### config.mk
export PLATFORM = sky130hd
export DESIGN_NAME = prg_sqrt
export DESIGN_NICKNAME = d
export VERILOG_FILES = /design/src/design/prg_pkg.sv /design/src/design/prg_sqrt.sv
export SDC_FILE = /design/constraint.sdc
export NUM_CORES = 2
export LEC_CHECK = 0
export ABC_CLOCK_PERIOD_IN_PS = 3600
export BUFFER_PORTS_ARGS = -buffer_cell sky130_fd_sc_hd__buf_2
export CORE_UTILIZATION = 60
export CTS_BUF_LIST = sky130_fd_sc_hd__clkbuf_16
export DETAILED_ROUTE_END_ITERATION = 16
export GPL_TIMING_DRIVEN = 0
export PLACE_DENSITY_LB_ADDON = 0.3
export SKIP_CTS_REPAIR_TIMING = 1
export SLEW_MARGIN = 20
export SYNTH_ARGS = -nofsm -noshare
export SYNTH_HDL_FRONTEND = slang
export SYNTH_SLANG_ARGS = --single-unit
### constraint.sdc
create_clock -name clk -period 3.6 [get_ports clk]
set_clock_uncertainty 0.15 [all_clocks]
set_input_delay 0.72 -clock clk [delete_from_list [all_inputs] [get_ports clk]]
set_output_delay 0.72 -clock clk [all_outputs]
set_load 0.01 [all_outputs]
### src/design/prg_pkg.sv
// ----------------------------------------------------------------------------
// prg_pkg: shared types and constants for the primary ray generator
// Field widths, register indexes, pipeline sizes and the config/tag structs.
// ----------------------------------------------------------------------------
package prg_pkg;

	localparam int COORD_BITS = 12;             // bits of width, height, row, col used
	localparam int DIM_W      = 12;             // pixel and size field width
	localparam int COMP_W     = 21;             // Q10.10 component
	localparam int VEC_W      = 3 * COMP_W;     // packed xyz register
	localparam int DIR_W      = 16;             // Q1.15 direction
	localparam int CFG_IDX_W  = 3;

	localparam logic [CFG_IDX_W-1:0] REG_IMAGE_WIDTH  = 3'd0;
	localparam logic [CFG_IDX_W-1:0] REG_IMAGE_HEIGHT = 3'd1;
	localparam logic [CFG_IDX_W-1:0] REG_EYE          = 3'd2;
	localparam logic [CFG_IDX_W-1:0] REG_CORNER       = 3'd3;
	localparam logic [CFG_IDX_W-1:0] REG_SPAN_X       = 3'd4;
	localparam logic [CFG_IDX_W-1:0] REG_SPAN_Y       = 3'd5;

	localparam logic [DIM_W-1:0] WIDTH_RESET  = 12'd640;
	localparam logic [DIM_W-1:0] HEIGHT_RESET = 12'd480;

	localparam int PROD_W = 2 * COORD_BITS;      // pixel-count products
	localparam int N_W    = PROD_W + COMP_W + 3; // signed unnormalized direction
	localparam int MAG_W  = N_W - 1;
	localparam int NRM_W  = 31;                  // magnitude after common shift
	localparam int SH_W   = $clog2(MAG_W - NRM_W + 2);
	localparam int SQ_W   = 2 * NRM_W;
	localparam int SUM_W  = 64;
	localparam int QUO_W  = 33;                  // n^2 * 2^32 / S
	localparam int ROOT_W = 17;
	localparam int RAD_W  = 2 * ROOT_W;
	localparam int REM_W  = ROOT_W + 3;

	typedef struct packed {
		logic [DIM_W-1:0] width;
		logic [DIM_W-1:0] height;
		logic [VEC_W-1:0] eye;
		logic [VEC_W-1:0] corner;
		logic [VEC_W-1:0] span_x;
		logic [VEC_W-1:0] span_y;
	} prg_cfg_t;

	typedef struct packed {
		logic       oor;    // pixel outside image
		logic       szero;  // direction vector is zero
		logic [2:0] neg;    // component signs
	} prg_tag_t;

	function automatic logic signed [COMP_W-1:0] comp_of(input logic [VEC_W-1:0] v,
			input int k);
		return v[k*COMP_W +: COMP_W];
	endfunction

endpackage

### src/design/prg_sqrt.sv
// ----------------------------------------------------------------------------
// prg_sqrt: pipelined restoring integer square root, three lanes
// One root bit per stage, two radicand bits consumed per stage.
// ----------------------------------------------------------------------------
module prg_sqrt (
	input  logic                          clk,
	input  logic                          arst_n,
	input  logic                          en,
	input  logic                          in_valid,
	input  logic [prg_pkg::QUO_W-1:0]     rad [3],
	input  prg_pkg::prg_tag_t             in_tag,
	output logic                          out_valid,
	output logic [prg_pkg::ROOT_W-1:0]    root [3],
	output prg_pkg::prg_tag_t             out_tag
);
	import prg_pkg::*;

	logic [ROOT_W:1]    vld_s;
	logic [RAD_W-1:0]   rad_s  [1:ROOT_W][3];
	logic [REM_W-1:0]   rem_s  [1:ROOT_W][3];
	logic [ROOT_W-1:0]  root_s [1:ROOT_W][3];
	prg_tag_t           tag_s  [1:ROOT_W];

	logic [RAD_W-1:0]   ain [0:ROOT_W-1][3];
	logic [REM_W-1:0]   rin [0:ROOT_W-1][3];
	logic [ROOT_W-1:0]  tin [0:ROOT_W-1][3];
	logic [REM_W-1:0]   rnx [0:ROOT_W-1][3];
	logic [ROOT_W-1:0]  tnx [0:ROOT_W-1][3];

	always_comb begin
		logic [REM_W-1:0] rm;
		logic [REM_W-1:0] trial;
		logic             ge;
		for (int k = 0; k < 3; k++) begin
			ain[0][k] = RAD_W'(rad[k]);
			rin[0][k] = '0;
			tin[0][k] = '0;
		end
		for (int j = 1; j < ROOT_W; j++) begin
			for (int k = 0; k < 3; k++) begin
				ain[j][k] = rad_s[j][k];
				rin[j][k] = rem_s[j][k];
				tin[j][k] = root_s[j][k];
			end
		end
		for (int j = 0; j < ROOT_W; j++) begin
			for (int k = 0; k < 3; k++) begin
				rm    = {rin[j][k][REM_W-3:0], ain[j][k][2*(ROOT_W-1-j) +: 2]};
				trial = REM_W'({tin[j][k], 2'b01});
				ge    = rm >= trial;
				rnx[j][k] = ge ? rm - trial : rm;
				tnx[j][k] = {tin[j][k][ROOT_W-2:0], ge};
			end
		end
	end

	always_ff @(posedge clk or negedge arst_n) begin
		if (!arst_n) begin
			vld_s <= '0;
		end else if (en) begin
			vld_s <= {vld_s[ROOT_W-1:1], in_valid};
		end
	end

	always_ff @(posedge clk) begin
		if (en) begin
			tag_s[1] <= in_tag;
			for (int j = 1; j < ROOT_W; j++)
				tag_s[j+1] <= tag_s[j];
			for (int j = 0; j < ROOT_W; j++) begin
				for (int k = 0; k < 3; k++) begin
					rad_s[j+1][k]  <= ain[j][k];
					rem_s[j+1][k]  <= rnx[j][k];
					root_s[j+1][k] <= tnx[j][k];
				end
			end
		end
	end

	assign out_valid = vld_s[ROOT_W];
	assign root      = root_s[ROOT_W];
	assign out_tag   = tag_s[ROOT_W];

endmodule

Yosys cells after proc, flatten, opt, wreduce, memory -nomap -nowiden. Memories as Yosys holds them, arrays and structs flattened. Cells that the tools add are included.

Register bits: 17. Memory bits (read-only): 0. Output and inout port bits: 57. Bits in writable memories: 3706. Latch bits: 0. Memories: 4. Bits of input ports: 108. Word-level logic and storage cells: 160.

Equal/unequal tests: 0. Mux-type cells: 53. Divide/modulo/power cells: 0. Shifts and indexed selects: 0. Order comparisons: 51. Bitwise gates (word level): 0. Add/subtract/negate cells: 51. $mul: 0. Reduce and logical (&&, ||, !) cells: 0.

Memory list: rad_s (depth 17, width 102, rd ports 16, clocked after memory_dff 0, wr ports 17, RTL line prg_sqrt.sv:19) `logic [RAD_W-1:0] rad_s [1:ROOT_W][3];`; rem_s (depth 17, width 60, rd ports 16, clocked after memory_dff 0, wr ports 17, RTL line prg_sqrt.sv:20) `logic [REM_W-1:0] rem_s [1:ROOT_W][3];`; root_s (depth 17, width 51, rd ports 17, clocked after memory_dff 0, wr ports 17, RTL line prg_sqrt.sv:21) `logic [ROOT_W-1:0] root_s [1:ROOT_W][3];`; tag_s (depth 17, width 5, rd ports 17, clocked after memory_dff 0, wr ports 17, RTL line prg_sqrt.sv:22) `prg_tag_t tag_s [1:ROOT_W];`.

Operators by type and width (count): $mux 20 (51); $ge 20x19->1 (48); $sub 20x19->20 (48); $sub 1x1->2 const B (3); $ge 1x1->1 const B (3); $mux 1 (2).

Logic depth before layout (Yosys ltp). An unclocked memory read counts as a cell.

Word-level depth: 3. Mapped depth: 12. Depth with buffers taken out: 11.

Worst setup path before layout. OpenSTA, ideal clock, no wires.

Path kind: register to register. From: register, netlist name rem_s[0][807]. To: register, netlist name rem_s[0][876]. Clock period less this slack: 2.848 ns. Buffers on the path: 0. Setup time: 0.260 ns. Data required time: 3.190 ns. Arrival: 2.439 ns. Cell stages (with the launch flop): 9. Path slack: 0.752 ns. Cells stage by stage: edfxtp_1 -> ha_1 -> a21o_1 -> a311o_1 -> or3_1 -> o21ai_1 -> o21ai_0 -> a21boi_0 -> mux2_2.

==> results.ini <==
[run_status]
outcome = finished, final reports clean

[global_routing]
grt_antenna_before_repair = 1
grt_pass1_wl_um = 253000
grt_max_degree = 160
grt_overflow_total = 0
grt_pass1_vias = 53600
grt_util_all_layers_pct = 18.9

[min_path]
hp-class = input port to asynchronous set/reset pin

[clocking]
ctsRootBufferMaster = clkbuf_16
worstSkewPairLatency_ns = 0.85
htreeDepth = 4
clk_path_buf_depth = 3
clkSlewWorstSetupHoldPaths_ns = 0.06
cts_tree = built
cts_made_buffers = 212
cts.sinks = 2169

[logic_synthesis]
synthTopCellsByCount = edfxtp_1, inv_1, ha_1, nor2_1, a21oi_1
synthCells = 7184
synth_warnings = 0
synth-edff-count = 2152
ys_seq_area_share_pct = 66.7
yosysTopAreaCell = edfxtp_1
netlist_area_sq_um = 97500
yosys-top-cells-area = edfxtp_1, ha_1, xnor2_1, inv_1, a21oi_1
avgSynthCellArea_sq_um = 13.6
synthDistinctLibCells = 91
synth-seq-cells = 2169
synthMostInstantiatedCell = edfxtp_1
async_flop_share_pct = 0.784
synthFlopType = edfxtp_1
synth_top_area_share_pct = 66.3

[cells_and_area]
stdcell_count = 10000
nNetsFinal = 8307
fillers = 11000
area_growth_pct = 12.3
layout-drive-gt1-share_pct = 9.51

[place]
portBuffers = 164
gp_congestion = 0.946
place_ws_ns = -1.42
place_inst = 9525
dp_hpwl_um = 110000

[die]
core.rowCount = 147
ioPinCount = 165
initial_core_util_pct = 60.6
core_sq_um = 161000
die_area_sq_um = 164000
die_x_um = 405
die_y_um = 405

[timing]
drv_slew = 0
period_share_pct = 96.0
clock.fmax_ghz = 0.289
rsz0062_at_grt = no
fin_crit_ns = 3.46
fin_setup_tns_ns = 0
finalHoldViolations = 0
finalWorstSetupSlack_ns = 0.144
tightest_slew_ns = 0.889
setup_viol_count_final = 0
slew_headroom_pct = 39.2

[setup_path]
critPathKind = register to register
rr_worst_depth = 12
crit_fanout = 10
required_ns = 4.02
crit_path_start_kind = register
cp_data_arrival_time_ns = 3.88
worst_setup_path_end_kind = register

[power]
p_total_mw = 63.0
peakVddDrop_mv = 0.652
p_per_area_nw_per_um2 = 576
p_leak_nw = 42.6

[routing]
detail_route.wl_per_cell_um = 15.8
antenna_left = 0
drc = 0
drtPass1Iterations = 5
wl_um = 159000
drt-initial-drc-count = 3346
vias_per_cell = 5.43
vias = 54400

[run]
cap_violations = 0

-- logic make-up (layout without fill, tap and decap cells) --
group	Yosys count	count (layout)	share of synthesized area, %
simple gates	1768	1768	8.97
buf+inv	774	1452	3.24
xor+xnor	586	586	5.27
flops	2169	2169	66.7
compound gates	1261	1261	7.92
other cells	1	4	0.00385
fa+ha+maj	510	510	6.55
mux	115	115	1.32
-- stage by stage --
| step | hold WS [ns] | instance area, sq um | utilization [%] |
|---|---|---|---|
| 2_1_floorplan | 0.250 | 97500 | - |
| 3_3_place_gp | 0.250 | 101000 | 62.8 |
| 3_5_place_dp | 0.255 | 101000 | 63.0 |
| 4_1_cts | -0.423 | 108000 | 67.3 |
| 5_1_grt | 0.180 | 109000 | 68.0 |
| 6_report | 0.193 | 109000 | 68.0 |
-- metal layers --
layer / vias to the layer above / GRT usage, % / part of all wire (%)
met5: - / 0 / 0
met3: 351 / 2.77 / 3.6
li1: 27400 / - / -
met4: 0 / 8.20 / 3.6
met1: 25600 / 22.2 / 41
met2: 1084 / 34.5 / 52
-- layout by cell type, fill, tap and decap left out, types with 17 or more instances in the layout --
master,Yosys,final
a211oi_1,32,32
a21boi_0,18,18
a21o_1,135,135
a21oi_1,419,419
a31oi_1,25,24
and3_1,27,27
buf_2,15,178
buf_4,56,56
bufinv_16,0,18
clkbuf_1,76,74
clkbuf_16,0,216
clkinv_1,4,39
clkinv_2,0,48
dfrtp_1,17,17
dlygate4sd3_1,0,106
edfxtp_1,2152,2152
ha_1,510,510
inv_1,618,657
mux2_2,100,100
nand2_1,418,418
nand2b_1,84,84
nand3_1,110,110
nand3b_1,35,35
nand4_1,54,54
nor2_1,461,461
nor2b_1,78,78
nor3_1,201,201
nor4_1,76,76
o211ai_1,33,33
o21a_1,112,112
o21ai_0,321,321
o21bai_1,20,20
o31ai_1,34,34
or2_2,39,39
or3_1,69,69
or4_1,35,35
xnor2_1,362,362
xor2_1,224,224
-- critical path, cell delays in order, from the launching register on --
cell and delay, ns:
edfxtp_1 0.37, inv_1 0.06, ha_1 0.34, nor2b_1 0.16, o21a_1 0.19, o21a_1 0.21
o41ai_1 0.67, o211ai_1 0.16, a21o_1 0.21, clkbuf_1 0.25, buf_2 0.27, nor2_1 0.11
a21oi_1 0.05
-- final cells by class --
class,count,area [sq um],share of cell area (%)
antenna,1,2.50,0.00229
buffer,151,821,0.750
clock buffer,212,5310,4.85
clock inverter,177,1540,1.40
inverter,623,2340,2.14
multi-input combinational,4243,29300,26.8
sequential,2169,65000,59.4
tap,2160,2700,2.47
timing repair buffer,289,2410,2.20
-- flip-flops by register name (all words and copies together), names as in the netlist --
register / cells
vld_s: 17
rad_s: 817
rem_s: 792
root_s: 458
tag_s: 85
-- power breakdown --
group          total [mW]  internal, mW  switching, mW
logic                9.14          4.11           5.02
clock network        21.2          12.1           9.12
registers            32.7          31.2           1.42
total                63.0          47.4           15.6
-- worst paths after layout --
| check | slack [ns] | end | start |
|---|---|---|---|
| setup / recovery | 0.14 | rem_s[0][785] | root_s[0][612] |
| hold / removal | 0.19 | vld_s[1] | arst_n |
| min in group clk | 0.24 | rad_s[0][1295] | rad_s[0][1193] |
| hold reg to reg | 0.24 | rad_s[0][1295] | rad_s[0][1193] |
| setup reg to reg | 0.14 | rem_s[0][785] | root_s[0][612] |
| max in group asynchronous | 2.84 | vld_s[12] | arst_n |
Power figures use the tool's default switching activity.
